--- src/hdl/assert_macros.svh ---
// Assertion helpers shared by the scanner RTL.
// Clocked property checks with and without a reset qualifier.
`ifndef ASSERT_MACROS_SVH
`define ASSERT_MACROS_SVH

// Check a property on the rising edge, ignored while reset is asserted
`define STS_ASSERT(lbl, clk, rst_n, prop, msg) \
    lbl: assert property (@(posedge clk) disable iff (!rst_n) prop) else $error(msg);

// Check a property on every rising edge, reset included
`define STS_ASSERT_ALWAYS(lbl, clk, prop, msg) \
    lbl: assert property (@(posedge clk) prop) else $error(msg);

`endif

--- src/hdl/sts_pkg.sv ---
// Shared types, token codes and helper functions of the source token scanner.
// No dependencies; imported by every scanner module.
`timescale 1ns / 1ps

package sts_pkg;

    localparam int HASH_BITS = 10;
    localparam int LINE_BITS = 24;
    localparam int COL_BITS  = 16;
    localparam int KIND_BITS = 9;
    localparam int ERR_BITS  = 3;

    // Token kinds above the byte codes
    localparam logic [8:0] OP_AND_EQ   = 9'd256;
    localparam logic [8:0] OP_OR_EQ    = 9'd257;
    localparam logic [8:0] OP_XOR_EQ   = 9'd258;
    localparam logic [8:0] OP_LSH_EQ   = 9'd259;
    localparam logic [8:0] OP_RSH_EQ   = 9'd260;
    localparam logic [8:0] OP_ADD_EQ   = 9'd261;
    localparam logic [8:0] OP_SUB_EQ   = 9'd262;
    localparam logic [8:0] OP_MUL_EQ   = 9'd263;
    localparam logic [8:0] OP_DIV_EQ   = 9'd264;
    localparam logic [8:0] OP_MOD_EQ   = 9'd265;
    localparam logic [8:0] OP_POW_EQ   = 9'd266;
    localparam logic [8:0] OP_ASSIGN   = 9'd267;
    localparam logic [8:0] OP_LOR      = 9'd268;
    localparam logic [8:0] OP_LAND     = 9'd269;
    localparam logic [8:0] OP_SCOPE    = 9'd270;
    localparam logic [8:0] OP_EQ       = 9'd271;
    localparam logic [8:0] OP_NE       = 9'd272;
    localparam logic [8:0] OP_LE       = 9'd273;
    localparam logic [8:0] OP_GE       = 9'd274;
    localparam logic [8:0] OP_LSH      = 9'd275;
    localparam logic [8:0] OP_RSH      = 9'd276;
    localparam logic [8:0] OP_RECV     = 9'd277;
    localparam logic [8:0] OP_INC      = 9'd278;
    localparam logic [8:0] OP_DEC      = 9'd279;
    localparam logic [8:0] OP_ARROW    = 9'd280;
    localparam logic [8:0] OP_FATARROW = 9'd281;
    localparam logic [8:0] OP_POW      = 9'd282;
    localparam logic [8:0] K_IDENT     = 9'd283;
    localparam logic [8:0] K_INT       = 9'd284;
    localparam logic [8:0] K_REAL      = 9'd285;
    localparam logic [8:0] K_END       = 9'd286;

    // Pair lookup markers
    localparam logic [8:0] PAIR_NONE  = 9'd0;
    localparam logic [8:0] PAIR_THREE = 9'd1;

    // Error codes
    localparam logic [2:0] ERR_OK        = 3'd0;
    localparam logic [2:0] ERR_UNKNOWN   = 3'd1;
    localparam logic [2:0] ERR_MALFORMED = 3'd2;
    localparam logic [2:0] ERR_RADIX     = 3'd3;
    localparam logic [2:0] ERR_DIGIT     = 3'd4;
    localparam logic [2:0] ERR_EOF_NUM   = 3'd5;
    localparam logic [2:0] ERR_LITERAL   = 3'd6;

    // Radix fault codes
    localparam logic [1:0] FAULT_NONE  = 2'd0;
    localparam logic [1:0] FAULT_RADIX = 2'd1;
    localparam logic [1:0] FAULT_DIGIT = 2'd2;

    typedef enum logic [13:0] {
        M_IDLE    = 14'b00000000000001,
        M_COMMENT = 14'b00000000000010,
        M_OP1     = 14'b00000000000100,
        M_OP2     = 14'b00000000001000,
        M_DOT     = 14'b00000000010000,
        M_IDENT   = 14'b00000000100000,
        M_INT     = 14'b00000001000000,
        M_RSEEN   = 14'b00000010000000,
        M_RADIX   = 14'b00000100000000,
        M_FRAC    = 14'b00001000000000,
        M_FRACB   = 14'b00010000000000,
        M_EXPSEEN = 14'b00100000000000,
        M_EXPSIGN = 14'b01000000000000,
        M_EXP     = 14'b10000000000000
    } mode_t;

    typedef struct packed {
        logic [KIND_BITS-1:0] kind;
        logic [63:0]          value;
        logic [HASH_BITS-1:0] bucket;
        logic [ERR_BITS-1:0]  err;
        logic [LINE_BITS-1:0] line;
        logic [COL_BITS-1:0]  col;
    } res_t;

    // One queue entry: all results of one source byte
    typedef struct packed {
        logic two;
        res_t r0;
        res_t r1;
    } ent_t;

    function automatic res_t mk_res(logic [8:0] kind, logic [63:0] value,
                                    logic [HASH_BITS-1:0] bucket, logic [2:0] err,
                                    logic [LINE_BITS-1:0] line,
                                    logic [COL_BITS-1:0] col);
        res_t r;
        r.kind   = kind;
        r.value  = (err != ERR_OK) ? 64'd0 : value;
        r.bucket = bucket;
        r.err    = err;
        r.line   = line;
        r.col    = col;
        return r;
    endfunction

    function automatic logic [HASH_BITS-1:0] hash_add(logic [HASH_BITS-1:0] h,
                                                      logic [7:0] c);
        logic [31:0] c32;
        logic [31:0] c1;
        logic [31:0] hh;
        c32 = {24'd0, c};
        c1  = c32 ^ (c32 << 6);
        hh  = {{(32-HASH_BITS){1'b0}}, h} + ((c1 << 11) ^ (c1 >> 1));
        hh  = hh ^ ((c32 << 14) + (c32 << 7) + (c32 << 4) + c32);
        return hh[HASH_BITS-1:0];
    endfunction

    function automatic logic is_digit(logic [7:0] c);
        return c inside {["0":"9"]};
    endfunction

    function automatic logic is_alpha(logic [7:0] c);
        return (c inside {["a":"z"], ["A":"Z"], "_"}) || (c > 8'ha0);
    endfunction

    function automatic logic [7:0] digit_value(logic [7:0] c);
        logic [7:0] d;
        if (is_digit(c)) begin
            d = c - "0";
        end else if (c inside {["a":"z"]}) begin
            d = c - "a" + 8'd10;
        end else if (c inside {["A":"Z"]}) begin
            d = c - "A" + 8'd10;
        end else begin
            d = c;
        end
        return d;
    endfunction

    // Operator code, PAIR_THREE for a possible third char, PAIR_NONE otherwise
    function automatic logic [8:0] op_pair(logic [7:0] f, logic [7:0] c);
        logic [8:0] r;
        r = PAIR_NONE;
        case (f)
            ":": r = (c == ":") ? OP_SCOPE : (c == "=") ? OP_ASSIGN : PAIR_NONE;
            "|": r = (c == "=") ? OP_OR_EQ : (c == "|") ? OP_LOR : PAIR_NONE;
            "&": r = (c == "=") ? OP_AND_EQ : (c == "&") ? OP_LAND : PAIR_NONE;
            "^": r = (c == "=") ? OP_XOR_EQ : PAIR_NONE;
            "*": r = (c == "=") ? OP_MUL_EQ : (c == "*") ? PAIR_THREE : PAIR_NONE;
            "/": r = (c == "=") ? OP_DIV_EQ : PAIR_NONE;
            "%": r = (c == "=") ? OP_MOD_EQ : PAIR_NONE;
            "=": r = (c == "=") ? OP_EQ : (c == ">") ? OP_FATARROW : PAIR_NONE;
            "!": r = (c == "=") ? OP_NE : PAIR_NONE;
            ">": r = (c == "=") ? OP_GE : (c == ">") ? PAIR_THREE : PAIR_NONE;
            "<": r = (c == "=") ? OP_LE : (c == "-") ? OP_RECV :
                     (c == "<") ? PAIR_THREE : PAIR_NONE;
            "+": r = (c == "=") ? OP_ADD_EQ : (c == "+") ? OP_INC : PAIR_NONE;
            "-": r = (c == "=") ? OP_SUB_EQ : (c == "-") ? OP_DEC :
                     (c == ">") ? OP_ARROW : PAIR_NONE;
            default: r = PAIR_NONE;
        endcase
        return r;
    endfunction

    function automatic logic [8:0] op_two(logic [7:0] f);
        return (f == "*") ? OP_POW : (f == ">") ? OP_RSH : OP_LSH;
    endfunction

    function automatic logic [8:0] op_three(logic [7:0] f);
        return (f == "*") ? OP_POW_EQ : (f == ">") ? OP_RSH_EQ : OP_LSH_EQ;
    endfunction

endpackage

--- src/hdl/sts_front.sv ---
// Scanner front end: classifies each source byte, keeps the token state and
// builds the results of the byte. Depends on sts_pkg and assert_macros.svh.
`timescale 1ns / 1ps
`include "assert_macros.svh"

module sts_front import sts_pkg::*; #(
    parameter int MAX_TOKEN_CHARS = 256
) (
    input  logic       aclk,
    input  logic       aresetn,
    input  logic       in_ok,
    input  logic [7:0] ch,
    input  logic       eoi,
    output logic       push,
    output ent_t       ent
);

    localparam int CNT_W = $clog2(MAX_TOKEN_CHARS + 1);
    localparam logic [CNT_W-1:0] CNT_MAX  = CNT_W'(MAX_TOKEN_CHARS);
    localparam logic [CNT_W-1:0] CNT_KEEP = CNT_W'(MAX_TOKEN_CHARS - 1);
    localparam logic [LINE_BITS-1:0] LINE_SAT = {LINE_BITS{1'b1}};
    localparam logic [COL_BITS-1:0]  COL_SAT  = {COL_BITS{1'b1}};

    mode_t                mode_reg, mode_next;
    logic [7:0]           pend_reg, pend_next;
    logic [63:0]          acc_reg, acc_next;
    logic [5:0]           radix_reg, radix_next;
    logic [1:0]           fault_reg, fault_next;
    logic [HASH_BITS-1:0] hash_reg, hash_next;
    logic [CNT_W-1:0]     cnt_reg, cnt_next;
    logic [LINE_BITS-1:0] line_reg, line_next;
    logic [COL_BITS-1:0]  col_reg, col_next;
    logic [LINE_BITS-1:0] tline_reg, tline_next;
    logic [COL_BITS-1:0]  tcol_reg, tcol_next;

    logic        a_v, b_v, used, take, kept, an;
    res_t        a_res, b_res;
    logic [8:0]  pair;
    logic [7:0]  dval;
    logic [63:0] mul_k, prod, acc_dec;

    // Shared multiply: decimal or radix weight of the accumulator
    assign kept  = cnt_reg < CNT_KEEP;
    assign an    = is_digit(ch) || is_alpha(ch);
    assign dval  = digit_value(ch);
    assign mul_k = (mode_reg == M_INT) ? 64'd10 : {58'd0, radix_reg};
    assign prod  = acc_reg * mul_k;
    assign acc_dec = prod + {56'd0, dval};

    // Next state and results of one byte
    always_comb begin
        mode_next  = mode_reg;
        pend_next  = pend_reg;
        acc_next   = acc_reg;
        radix_next = radix_reg;
        fault_next = fault_reg;
        hash_next  = hash_reg;
        cnt_next   = cnt_reg;
        line_next  = line_reg;
        col_next   = col_reg;
        tline_next = tline_reg;
        tcol_next  = tcol_reg;
        a_v   = 1'b0;
        b_v   = 1'b0;
        a_res = '0;
        b_res = '0;
        used  = 1'b0;
        take  = 1'b0;
        pair  = op_pair(pend_reg, ch);

        if (eoi) begin
            // Flush the pending token, then close the stream
            b_v   = 1'b1;
            b_res = mk_res(K_END, 64'd0, '0, ERR_OK, line_reg, col_reg);
            case (mode_reg)
                M_IDLE, M_COMMENT: ;
                M_OP1: begin
                    a_v   = 1'b1;
                    a_res = mk_res({1'b0, pend_reg}, 64'd0, '0, ERR_OK, tline_reg, tcol_reg);
                end
                M_OP2: begin
                    a_v   = 1'b1;
                    a_res = mk_res(op_two(pend_reg), 64'd0, '0, ERR_OK, tline_reg, tcol_reg);
                end
                M_DOT: begin
                    a_v   = 1'b1;
                    a_res = mk_res({1'b0, 8'h2e}, 64'd0, '0, ERR_OK, tline_reg, tcol_reg);
                end
                M_IDENT: begin
                    a_v   = 1'b1;
                    a_res = mk_res(K_IDENT, 64'd0, hash_reg, ERR_OK, tline_reg, tcol_reg);
                end
                default: begin
                    b_res = mk_res(K_END, 64'd0, '0, ERR_EOF_NUM, tline_reg, tcol_reg);
                end
            endcase
            mode_next  = M_IDLE;
            pend_next  = '0;
            acc_next   = '0;
            radix_next = 6'd10;
            fault_next = FAULT_NONE;
            hash_next  = '0;
            cnt_next   = '0;
            line_next  = LINE_BITS'(1);
            col_next   = '0;
            tline_next = LINE_BITS'(1);
            tcol_next  = '0;
        end else begin
            // Continue the token in progress
            case (mode_reg)
                M_IDLE: ;
                M_COMMENT: begin
                    if (ch == 8'h0a) begin
                        mode_next = M_IDLE;
                    end
                    used = 1'b1;
                end
                M_OP1: begin
                    if (pair >= OP_AND_EQ) begin
                        a_v   = 1'b1;
                        a_res = mk_res(pair, 64'd0, '0, ERR_OK, tline_reg, tcol_reg);
                        mode_next = M_IDLE;
                        used = 1'b1;
                    end else if (pair == PAIR_THREE) begin
                        mode_next = M_OP2;
                        used = 1'b1;
                    end else begin
                        a_v   = 1'b1;
                        a_res = mk_res({1'b0, pend_reg}, 64'd0, '0, ERR_OK,
                                       tline_reg, tcol_reg);
                        mode_next = M_IDLE;
                    end
                end
                M_OP2: begin
                    a_v = 1'b1;
                    if (ch == "=") begin
                        a_res = mk_res(op_three(pend_reg), 64'd0, '0, ERR_OK,
                                       tline_reg, tcol_reg);
                        used = 1'b1;
                    end else begin
                        a_res = mk_res(op_two(pend_reg), 64'd0, '0, ERR_OK,
                                       tline_reg, tcol_reg);
                    end
                    mode_next = M_IDLE;
                end
                M_DOT: begin
                    if (is_digit(ch)) begin
                        mode_next = M_FRAC;
                        cnt_next  = CNT_W'(2);
                        used = 1'b1;
                    end else begin
                        a_v   = 1'b1;
                        a_res = mk_res({1'b0, 8'h2e}, 64'd0, '0, ERR_OK, tline_reg, tcol_reg);
                        mode_next = M_IDLE;
                    end
                end
                M_IDENT: begin
                    if (an) begin
                        if (cnt_reg < CNT_MAX) begin
                            hash_next = hash_add(hash_reg, ch);
                            cnt_next  = cnt_reg + 1'b1;
                        end
                        used = 1'b1;
                    end else begin
                        a_v   = 1'b1;
                        a_res = mk_res(K_IDENT, 64'd0, hash_reg, ERR_OK, tline_reg, tcol_reg);
                        mode_next = M_IDLE;
                    end
                end
                default: begin
                    // Number body
                    case (mode_reg)
                        M_INT: begin
                            if (is_digit(ch)) begin
                                if (kept) begin
                                    acc_next = acc_dec;
                                    if (acc_dec > 64'd36) begin
                                        fault_next = FAULT_RADIX;
                                    end
                                end
                                take = 1'b1;
                            end else if (ch == "e" || ch == "E") begin
                                mode_next = M_EXPSEEN;
                                take = 1'b1;
                            end else if (ch == "r" || ch == "R") begin
                                if (fault_reg != FAULT_NONE || acc_reg < 64'd2) begin
                                    fault_next = FAULT_RADIX;
                                end else begin
                                    radix_next = acc_reg[5:0];
                                    fault_next = FAULT_NONE;
                                end
                                acc_next  = '0;
                                mode_next = M_RSEEN;
                                take = 1'b1;
                            end else if (ch == ".") begin
                                mode_next = M_FRAC;
                                take = 1'b1;
                            end
                        end
                        M_RSEEN, M_RADIX, M_FRACB: begin
                            if (an) begin
                                if (kept && fault_reg == FAULT_NONE) begin
                                    if (dval >= {2'b00, radix_reg}) begin
                                        fault_next = FAULT_DIGIT;
                                    end else begin
                                        acc_next = acc_dec;
                                    end
                                end
                                if (mode_reg != M_FRACB) begin
                                    mode_next = M_RADIX;
                                end
                                take = 1'b1;
                            end else if (ch == "." && mode_reg != M_FRACB) begin
                                mode_next = M_FRACB;
                                take = 1'b1;
                            end
                        end
                        M_FRAC: begin
                            if (is_digit(ch)) begin
                                take = 1'b1;
                            end else if (ch == "e" || ch == "E") begin
                                mode_next = M_EXPSEEN;
                                take = 1'b1;
                            end
                        end
                        M_EXPSEEN: begin
                            if (ch == "+" || ch == "-") begin
                                mode_next = M_EXPSIGN;
                                take = 1'b1;
                            end else if (is_digit(ch)) begin
                                mode_next = M_EXP;
                                take = 1'b1;
                            end
                        end
                        default: begin
                            if (is_digit(ch)) begin
                                mode_next = M_EXP;
                                take = 1'b1;
                            end
                        end
                    endcase
                    if (take && cnt_reg < CNT_MAX) begin
                        cnt_next = cnt_reg + 1'b1;
                    end
                    used = take;
                    // Close the number on a byte that does not belong to it
                    if (!take) begin
                        a_v = 1'b1;
                        mode_next = M_IDLE;
                        case (mode_reg)
                            M_INT: a_res = mk_res(K_INT, acc_reg, '0, ERR_OK,
                                                  tline_reg, tcol_reg);
                            M_RADIX: begin
                                if (fault_reg == FAULT_RADIX) begin
                                    a_res = mk_res(K_INT, 64'd0, '0, ERR_RADIX,
                                                   tline_reg, tcol_reg);
                                end else if (fault_reg == FAULT_DIGIT) begin
                                    a_res = mk_res(K_INT, 64'd0, '0, ERR_DIGIT,
                                                   tline_reg, tcol_reg);
                                end else begin
                                    a_res = mk_res(K_INT, acc_reg, '0, ERR_OK,
                                                   tline_reg, tcol_reg);
                                end
                            end
                            M_FRACB: begin
                                if (fault_reg == FAULT_RADIX) begin
                                    a_res = mk_res(K_INT, 64'd0, '0, ERR_RADIX,
                                                   tline_reg, tcol_reg);
                                end else begin
                                    a_res = mk_res(K_REAL, 64'd0, '0,
                                                   (fault_reg == FAULT_DIGIT) ? ERR_DIGIT
                                                                              : ERR_OK,
                                                   tline_reg, tcol_reg);
                                end
                            end
                            M_FRAC, M_EXP: a_res = mk_res(K_REAL, 64'd0, '0, ERR_OK,
                                                          tline_reg, tcol_reg);
                            default: a_res = mk_res(K_INT, 64'd0, '0, ERR_MALFORMED,
                                                    tline_reg, tcol_reg);
                        endcase
                    end
                end
            endcase

            // Start a new token on a byte not taken above
            if (!used) begin
                tline_next = line_reg;
                tcol_next  = col_reg;
                case (ch) inside
                    8'h0a, 8'h20, 8'h09, 8'h0d, 8'h0b, 8'h0c: ;
                    "#": mode_next = M_COMMENT;
                    8'h22, 8'h27: begin
                        b_v   = 1'b1;
                        b_res = mk_res({1'b0, ch}, 64'd0, '0, ERR_LITERAL, line_reg, col_reg);
                    end
                    "(", ")", "[", "]", "{", "}", ",", ";", "~": begin
                        b_v   = 1'b1;
                        b_res = mk_res({1'b0, ch}, 64'd0, '0, ERR_OK, line_reg, col_reg);
                    end
                    ":", "|", "&", "^", "*", "/", "%", "=", "!", ">", "<", "+", "-": begin
                        pend_next = ch;
                        mode_next = M_OP1;
                    end
                    ".": begin
                        cnt_next  = CNT_W'(1);
                        mode_next = M_DOT;
                    end
                    default: begin
                        if (is_digit(ch)) begin
                            acc_next   = {56'd0, ch - "0"};
                            fault_next = FAULT_NONE;
                            radix_next = 6'd10;
                            cnt_next   = CNT_W'(1);
                            mode_next  = M_INT;
                        end else if (is_alpha(ch)) begin
                            hash_next = hash_add('0, ch);
                            cnt_next  = CNT_W'(1);
                            mode_next = M_IDENT;
                        end else begin
                            b_v   = 1'b1;
                            b_res = mk_res({1'b0, ch}, 64'd0, '0, ERR_UNKNOWN,
                                           line_reg, col_reg);
                        end
                    end
                endcase
            end

            // Advance the source position
            if (ch == 8'h0a) begin
                if (line_reg != LINE_SAT) begin
                    line_next = line_reg + 1'b1;
                end
                col_next = '0;
            end else if (col_reg != COL_SAT) begin
                col_next = col_reg + 1'b1;
            end
        end
    end

    assign push    = in_ok && (a_v || b_v);
    assign ent.two = a_v && b_v;
    assign ent.r0  = a_v ? a_res : b_res;
    assign ent.r1  = b_res;

    // Hold token state, update on each accepted byte
    always_ff @(posedge aclk) begin
        if (!aresetn) begin
            mode_reg  <= M_IDLE;
            pend_reg  <= '0;
            acc_reg   <= '0;
            radix_reg <= 6'd10;
            fault_reg <= FAULT_NONE;
            hash_reg  <= '0;
            cnt_reg   <= '0;
            line_reg  <= LINE_BITS'(1);
            col_reg   <= '0;
            tline_reg <= LINE_BITS'(1);
            tcol_reg  <= '0;
        end else if (in_ok) begin
            mode_reg  <= mode_next;
            pend_reg  <= pend_next;
            acc_reg   <= acc_next;
            radix_reg <= radix_next;
            fault_reg <= fault_next;
            hash_reg  <= hash_next;
            cnt_reg   <= cnt_next;
            line_reg  <= line_next;
            col_reg   <= col_next;
            tline_reg <= tline_next;
            tcol_reg  <= tcol_next;
        end
    end

    `STS_ASSERT(a_eoi_idle, aclk, aresetn, in_ok && eoi |=> mode_reg == M_IDLE && line_reg == LINE_BITS'(1), "state not cleared after end of input")
    `STS_ASSERT(a_eoi_push, aclk, aresetn, in_ok && eoi |-> push, "end of input without a result")
    `STS_ASSERT(a_radix_ok, aclk, aresetn, radix_reg >= 6'd2 && radix_reg <= 6'd36, "active radix out of range")

endmodule

--- src/hdl/sts_fifo.sv ---
// Four-entry queue between scanner front end and result back end.
// Depends on sts_pkg and assert_macros.svh.
`timescale 1ns / 1ps
`include "assert_macros.svh"

module sts_fifo import sts_pkg::*; (
    input  logic aclk,
    input  logic aresetn,
    input  logic push,
    input  ent_t wdata,
    output logic full,
    input  logic pop,
    output logic nonempty,
    output ent_t rdata
);

    localparam int DEPTH = 4;
    localparam int PTR_W = $clog2(DEPTH);

    ent_t             mem_reg [DEPTH];
    logic [PTR_W-1:0] wptr_reg, rptr_reg;
    logic [PTR_W:0]   cnt_reg, cnt_next;

    assign full     = cnt_reg == (PTR_W+1)'(DEPTH);
    assign nonempty = cnt_reg != '0;
    assign rdata    = mem_reg[rptr_reg];
    assign cnt_next = cnt_reg + {{PTR_W{1'b0}}, push} - {{PTR_W{1'b0}}, pop};

    // Store entries
    always_ff @(posedge aclk) begin
        if (push) begin
            mem_reg[wptr_reg] <= wdata;
        end
    end

    // Advance pointers and fill count
    always_ff @(posedge aclk) begin
        if (!aresetn) begin
            wptr_reg <= '0;
            rptr_reg <= '0;
            cnt_reg  <= '0;
        end else begin
            if (push) begin
                wptr_reg <= wptr_reg + 1'b1;
            end
            if (pop) begin
                rptr_reg <= rptr_reg + 1'b1;
            end
            cnt_reg <= cnt_next;
        end
    end

    `STS_ASSERT(a_no_overflow, aclk, aresetn, full |-> !push, "push into full queue")
    `STS_ASSERT(a_no_underflow, aclk, aresetn, !nonempty |-> !pop, "pop from empty queue")
    `STS_ASSERT(a_cnt_range, aclk, aresetn, cnt_reg <= (PTR_W+1)'(DEPTH), "queue count out of range")

endmodule

--- src/hdl/sts_back.sv ---
// Result back end: splits each queue entry into one or two results and
// drives the registered result channel. Depends on sts_pkg and assert_macros.svh.
`timescale 1ns / 1ps
`include "assert_macros.svh"

module sts_back import sts_pkg::*; (
    input  logic aclk,
    input  logic aresetn,
    input  logic head_v,
    input  ent_t head,
    output logic pop,
    output logic m_valid,
    input  logic m_ready,
    output res_t out_res,
    output logic out_last
);

    logic valid_reg;
    logic second_reg;
    res_t res_reg;
    logic last_reg;
    logic load;

    // Load a new result when the output register is free
    assign load = head_v && (!valid_reg || m_ready);
    assign pop  = load && (second_reg || !head.two);

    always_ff @(posedge aclk) begin
        if (!aresetn) begin
            valid_reg  <= 1'b0;
            second_reg <= 1'b0;
        end else begin
            if (load) begin
                valid_reg  <= 1'b1;
                second_reg <= !second_reg && head.two;
            end else if (m_ready) begin
                valid_reg <= 1'b0;
            end
        end
    end

    always_ff @(posedge aclk) begin
        if (load) begin
            res_reg  <= second_reg ? head.r1 : head.r0;
            last_reg <= second_reg || !head.two;
        end
    end

    assign m_valid  = valid_reg;
    assign out_res  = res_reg;
    assign out_last = last_reg;

    `STS_ASSERT(a_second_holds, aclk, aresetn, second_reg |-> head_v && head.two, "second half without its entry")
    `STS_ASSERT(a_out_held, aclk, aresetn, m_valid && !m_ready |=> m_valid && $stable(res_reg) && $stable(last_reg), "result changed while waiting")
    `STS_ASSERT(a_pop_valid, aclk, aresetn, pop |-> head_v, "pop without a queue entry")

endmodule

--- src/hdl/source_token_scanner_top.sv ---
// Top level of the source token scanner: front end, queue and back end.
// Depends on sts_pkg, sts_front, sts_fifo and sts_back.
`timescale 1ns / 1ps

// Source token scanner. Takes one source byte per cycle on the s_ channel while
// the queue has room and returns tokens on the m_ channel, one result per cycle
// while m_ready holds, m_last marking the final result caused by a byte. A byte
// is taken every cycle while the four-entry result queue has room; a byte that
// yields two tokens holds the output while both are sent, so the sustained rate
// is one byte per cycle as long as tokens average at most one per byte and
// m_ready holds. A result passes through the queue and then the output register
// before it is valid on the m_ channel. No clearing pass follows reset.
// MAX_TOKEN_CHARS caps the characters that feed hash and value.
module source_token_scanner_top import sts_pkg::*; #(
    parameter int MAX_TOKEN_CHARS = 256
) (
    input  logic                 aclk,
    input  logic                 aresetn,
    input  logic                 s_valid,
    output logic                 s_ready,
    input  logic [7:0]           s_ch,
    input  logic                 s_end_of_input,
    output logic                 m_valid,
    input  logic                 m_ready,
    output logic [KIND_BITS-1:0] m_token_kind,
    output logic [63:0]          m_int_value,
    output logic [HASH_BITS-1:0] m_bucket,
    output logic [ERR_BITS-1:0]  m_error_code,
    output logic [LINE_BITS-1:0] m_start_line,
    output logic [COL_BITS-1:0]  m_start_column,
    output logic                 m_last
);

    logic in_ok, push, full, pop, nonempty;
    ent_t ent, head;
    res_t res;

    assign s_ready = !full;
    assign in_ok   = s_valid && !full;

    sts_front #(.MAX_TOKEN_CHARS(MAX_TOKEN_CHARS)) u_front (
        .aclk    (aclk),
        .aresetn (aresetn),
        .in_ok   (in_ok),
        .ch      (s_ch),
        .eoi     (s_end_of_input),
        .push    (push),
        .ent     (ent)
    );

    sts_fifo u_fifo (
        .aclk     (aclk),
        .aresetn  (aresetn),
        .push     (push),
        .wdata    (ent),
        .full     (full),
        .pop      (pop),
        .nonempty (nonempty),
        .rdata    (head)
    );

    sts_back u_back (
        .aclk     (aclk),
        .aresetn  (aresetn),
        .head_v   (nonempty),
        .head     (head),
        .pop      (pop),
        .m_valid  (m_valid),
        .m_ready  (m_ready),
        .out_res  (res),
        .out_last (m_last)
    );

    assign m_token_kind   = res.kind;
    assign m_int_value    = res.value;
    assign m_bucket       = res.bucket;
    assign m_error_code   = res.err;
    assign m_start_line   = res.line;
    assign m_start_column = res.col;

endmodule

--- config.mk ---
export PLATFORM = sky130hd
export DESIGN_NAME = source_token_scanner_top
export DESIGN_NICKNAME = d
export VERILOG_FILES = /design/src/hdl/sts_pkg.sv /design/src/hdl/sts_front.sv /design/src/hdl/sts_fifo.sv /design/src/hdl/sts_back.sv /design/src/hdl/source_token_scanner_top.sv
export VERILOG_INCLUDE_DIRS = /design/src /design/src/hdl
export SDC_FILE = /design/constraint.sdc
export NUM_CORES = 2
export LEC_CHECK = 0
export BUFFER_PORTS_ARGS = -buffer_cell sky130_fd_sc_hd__buf_2
export CORE_ASPECT_RATIO = 1.1
export CORE_MARGIN = 8
export CORE_UTILIZATION = 50
export CTS_CLUSTER_SIZE = 12
export DETAILED_ROUTE_END_ITERATION = 10
export PLACE_DENSITY = 0.66
export SLEW_MARGIN = 20
export SYNTH_ARGS = -nofsm -noshare
export SYNTH_HDL_FRONTEND = slang
export SYNTH_SLANG_ARGS = --single-unit
export TNS_END_PERCENT = 50
--- constraint.sdc ---
create_clock -name aclk -period 24.4 [get_ports aclk]
set_clock_uncertainty 0.15 [all_clocks]
set_input_delay 6.1 -clock aclk [delete_from_list [all_inputs] [get_ports aclk]]
set_output_delay 6.1 -clock aclk [all_outputs]
set_load 0.05 [all_outputs]
==> impl_metrics.json <==
{
  "final-setup-viol-count": 0,
  "grt.total_usage": 0.2297,
  "synth-edff-count": 843,
  "cts_root_buffer": "clkbuf_16",
  "first_iter_violations": 3045,
  "slew_headroom": 0.2832,
  "grt_pass1_wl_mm": 224.3,
  "reg2reg_slack_ns": 15.33,
  "post-route-period-util": 0.5283,
  "yosysSeqAreaShare": 0.5178,
  "ys_ff_latch": 1047,
  "ys.flop_type": "edfxtp_1",
  "clkLatencyLatePin_ns": 0.75,
  "worst_slack_ns": 11.51,
  "r2r-end": "u_front.fault_reg[0]$_SDFFE_PN0P_",
  "avgSynthCellArea_um2": 12.44,
  "cap_viol_max_count": 0,
  "startpoint": "s_ch[1]",
  "worst_ir_drop_vdd_mv": 0.09354,
  "combPwrFrac": 0.252,
  "syn_area_um2": 56780,
  "drt_wl_total_mm": 143.4,
  "clock.fmax_mhz": 77.58,
  "netSwitchingPower_uw": 1713,
  "worst-r2r-cell-count": 26,
  "globalplace.congestion": 0.9425,
  "cts_setup_buffers": 0,
  "drc": 0,
  "firstDrtPassIters": 5,
  "synthArstFlopShare": 0,
  "die_h_um": 369.4,
  "htreeDepth": 3,
  "switching_share": 0.3275,
  "endpoint": "u_front.fault_reg[0]$_SDFFE_PN0P_",
  "vias_per_cell": 5.975,
  "cts.reportedPaths.clkPinSlew_ns": 0.06,
  "fin_nets": 5012,
  "placement_rows": 129,
  "routed.top_layer": "met4",
  "worstReg2RegStart": "u_front.mode_reg[1]$_SDFFE_PN0P_",
  "die-area_um2": 124600,
  "io_buffers": 141,
  "p_leak_uw": 0.02494,
  "rsz0062_at_grt": "false",
  "wl_per_cell_um": 23.24,
  "numCtsBuffers": 108,
  "post-place-ws_ns": 11.00,
  "coreArea_um2": 112500,
  "hold_path_class": "reg2reg",
  "grt_pass1_vias": 38481,
  "intPower_uw": 3518,
  "start_kind": "input pin",
  "outcome": "complete, no violations",
  "clock_sinks": 1047,
  "overflow": 0,
  "ioPinCount": 142,
  "p_per_area_nw_per_um2": 84.20,
  "setup.worst_path.class": "in2reg",
  "wl_met2_mm": 73.03,
  "cts_resized": 0,
  "post-route-min-period_ns": 12.89,
  "pwr-share-clk": 0.308,
  "grt_max_degree": 138,
  "start_util": 0.5047,
  "largest_register_ffs": 716,
  "drive_gt1_frac": 0.1244,
  "fp.dieW_um": 337.3,
  "cts_buffer_depth": 3,
  "ys_warn_count": 0,
  "required_ns": 24.84,
  "antenna_found_initial": 3,
  "finalMaxSlewViolations": 0,
  "area_growth_pct": 9.420,
  "setup_tns_ns": 0,
  "finalHoldViolCount": 0,
  "place_hpwl_mm": 95.72,
  "met3_length_mm": 7.235,
  "yosysUniqueCellTypes": 100,
  "num_vias": 36862,
  "worstMarginPinSlew_ns": 1.075,
  "crit_fanout": 16,
  "wl_met1_mm": 57.72,
  "cts_tree": "yes",
  "crit_path_end_kind": "register",
  "hold_buffers": 0,
  "arrival_ns": 13.33,
  "syn_inst": 4566,
  "power_frac_seq": 0.440,
  "synth_nets": 5004,
  "drtAntennaViolNets": 0
}
-- cell type report --
cell class | instances | area, µm²
clock inverter | 33 | 455.4
inverter | 208 | 788.3
sequential | 1047 | 29410
tap | 1506 | 1884
antenna | 1 | 2.502
clock buffer | 165 | 3013
fill | 9347 | 50370
multi-input combinational | 3015 | 25460
timing repair buffer | 194 | 1116
-- routing by layer --
metal	up-vias	global-route usage
met1	18709	0.2849
met2	1106	0.4058
met5	-	0
met3	281	0.02945
met4	0	0.09244
li1	16766	-
-- cell families (layout without fill, tap and decap cells) --
| group | count (synthesis) | after routing | synth area share |
|---|---|---|---|
| and+or+nand+nor | 1502 | 1502 | 0.1349 |
| DFF | 1047 | 1047 | 0.5178 |
| AOI/OAI and AO/OA | 763 | 763 | 0.09242 |
| buffers and inverters | 504 | 600 | 0.03502 |
| adders and majority gates | 425 | 425 | 0.1262 |
| muxes | 187 | 187 | 0.07245 |
| xor gates and xnor gates | 138 | 138 | 0.02129 |
| other | 0 | 1 | 0 |
-- stage by stage --
step,instances,utilization,hold slack (ns),cell area [µm²],power [µW]
after global routing,6168,0.5522,0.3435,62130,5439
after CTS,6168,0.5522,0.3148,62120,5306
after floorplan,4566,-,0.2884,56780,3345
after global placement,5970,0.5214,0.3031,58660,3673
after detailed placement,5970,0.5214,0.3060,58660,3691
final,6169,0.5523,0.3128,62130,5231
-- cell usage after synthesis, types with 6 or more instances --
master | n | area, µm²
a211o_1 | 11 | 96.34
a211oi_1 | 13 | 97.59
a21o_1 | 49 | 367.9
a21oi_1 | 167 | 835.8
a22o_1 | 165 | 1445
a22oi_1 | 20 | 150.1
a31oi_1 | 27 | 168.9
a32oi_1 | 8 | 70.07
and2_1 | 247 | 1545
and3_1 | 174 | 1089
and4_1 | 13 | 113.9
buf_1 | 43 | 161.4
buf_2 | 35 | 175.2
clkbuf_1 | 209 | 784.5
dfxtp_1 | 204 | 4084
edfxtp_1 | 843 | 25310
fa_1 | 246 | 4925
ha_1 | 179 | 2240
inv_1 | 208 | 780.8
mux2i_1 | 6 | 60.06
mux4_2 | 179 | 4031
nand2_1 | 555 | 2083
nand2b_1 | 20 | 125.1
nand3_1 | 54 | 270.3
nand3b_1 | 8 | 60.06
nand4_1 | 57 | 356.6
nand4b_1 | 9 | 78.83
nor2_1 | 194 | 728.2
nor2b_1 | 20 | 125.1
nor3_1 | 41 | 205.2
nor3b_1 | 8 | 60.06
nor4_1 | 34 | 212.7
o2111ai_1 | 11 | 96.34
o211ai_1 | 19 | 142.6
o21a_1 | 18 | 135.1
o21ai_0 | 141 | 705.7
o21ai_1 | 9 | 45.04
o21bai_1 | 11 | 82.58
o22ai_1 | 15 | 93.84
o31a_1 | 6 | 52.55
o31ai_1 | 15 | 112.6
or3_1 | 20 | 125.1
xnor2_1 | 76 | 665.6
xor2_1 | 62 | 543.0
-- critical path, cell delays in order --
cell      delay, ns
buf_2          0.35
ha_1           0.67
and2_1         0.41
nand2_1        0.09
a31oi_1        0.34
a22o_1         0.48
a21oi_1        0.15
xnor2_1        0.25
inv_1          0.08
fa_1           0.49
inv_1          0.05
ha_1           0.36
a21o_1         0.13
a21oi_1        0.09
a211oi_1       0.62
nor3b_1        0.22
o31ai_1        0.51
nand2_1        0.13
xnor2_1        0.16
nor4_1         0.27
nand4_1        0.19
nor4_1         0.45
nand4_1        0.33
o311a_1        0.37
-- how the worst min path moves through the flow --
stage	start	cells past startpoint	slack (ns)	endpoint
global route	u_front.tline_reg[0]$_SDFFE_PN1P_	2	0.34	u_front.tline_reg[0]$_SDFFE_PN1P_
CTS	u_front.tline_reg[0]$_SDFFE_PN1P_	2	0.31	u_front.tline_reg[0]$_SDFFE_PN1P_
detailed placement	u_front.tline_reg[0]$_SDFFE_PN1P_	2	0.31	u_front.tline_reg[0]$_SDFFE_PN1P_
global placement	u_front.tline_reg[0]$_SDFFE_PN1P_	2	0.30	u_front.tline_reg[0]$_SDFFE_PN1P_
finish	u_front.tline_reg[0]$_SDFFE_PN1P_	2	0.31	u_front.tline_reg[0]$_SDFFE_PN1P_
floorplan	u_front.tline_reg[0]$_SDFFE_PN1P_	2	0.29	u_front.tline_reg[0]$_SDFFE_PN1P_
-- power groups by stage --
stage / registers (µW) / logic, µW / clock network [µW]
2_1_floorplan: 2750 / 594 / 0
3_3_place_gp: 2330 / 1340 / 0
3_5_place_dp: 2340 / 1350 / 0
4_1_cts: 2310 / 1350 / 1650
5_1_grt: 2320 / 1410 / 1710
6_report: 2300 / 1320 / 1610
-- cells in the final DEF, fill, tap and decap left out, drive strengths merged, types with 27 or more instances in the layout --
cell	count
a21o	49
xnor2	76
a31oi	27
inv	211
clkbuf	165
edfxtp	843
ha	179
and2	250
nand2	557
a21oi	168
a22o	165
dfxtp	204
nor3	43
and3	174
fa	246
o21ai	152
nor2	194
nand4	57
nand3	54
nor4	38
mux4	179
buf	194
xor2	62
Note: power is estimated with default switching activity, not from simulation.
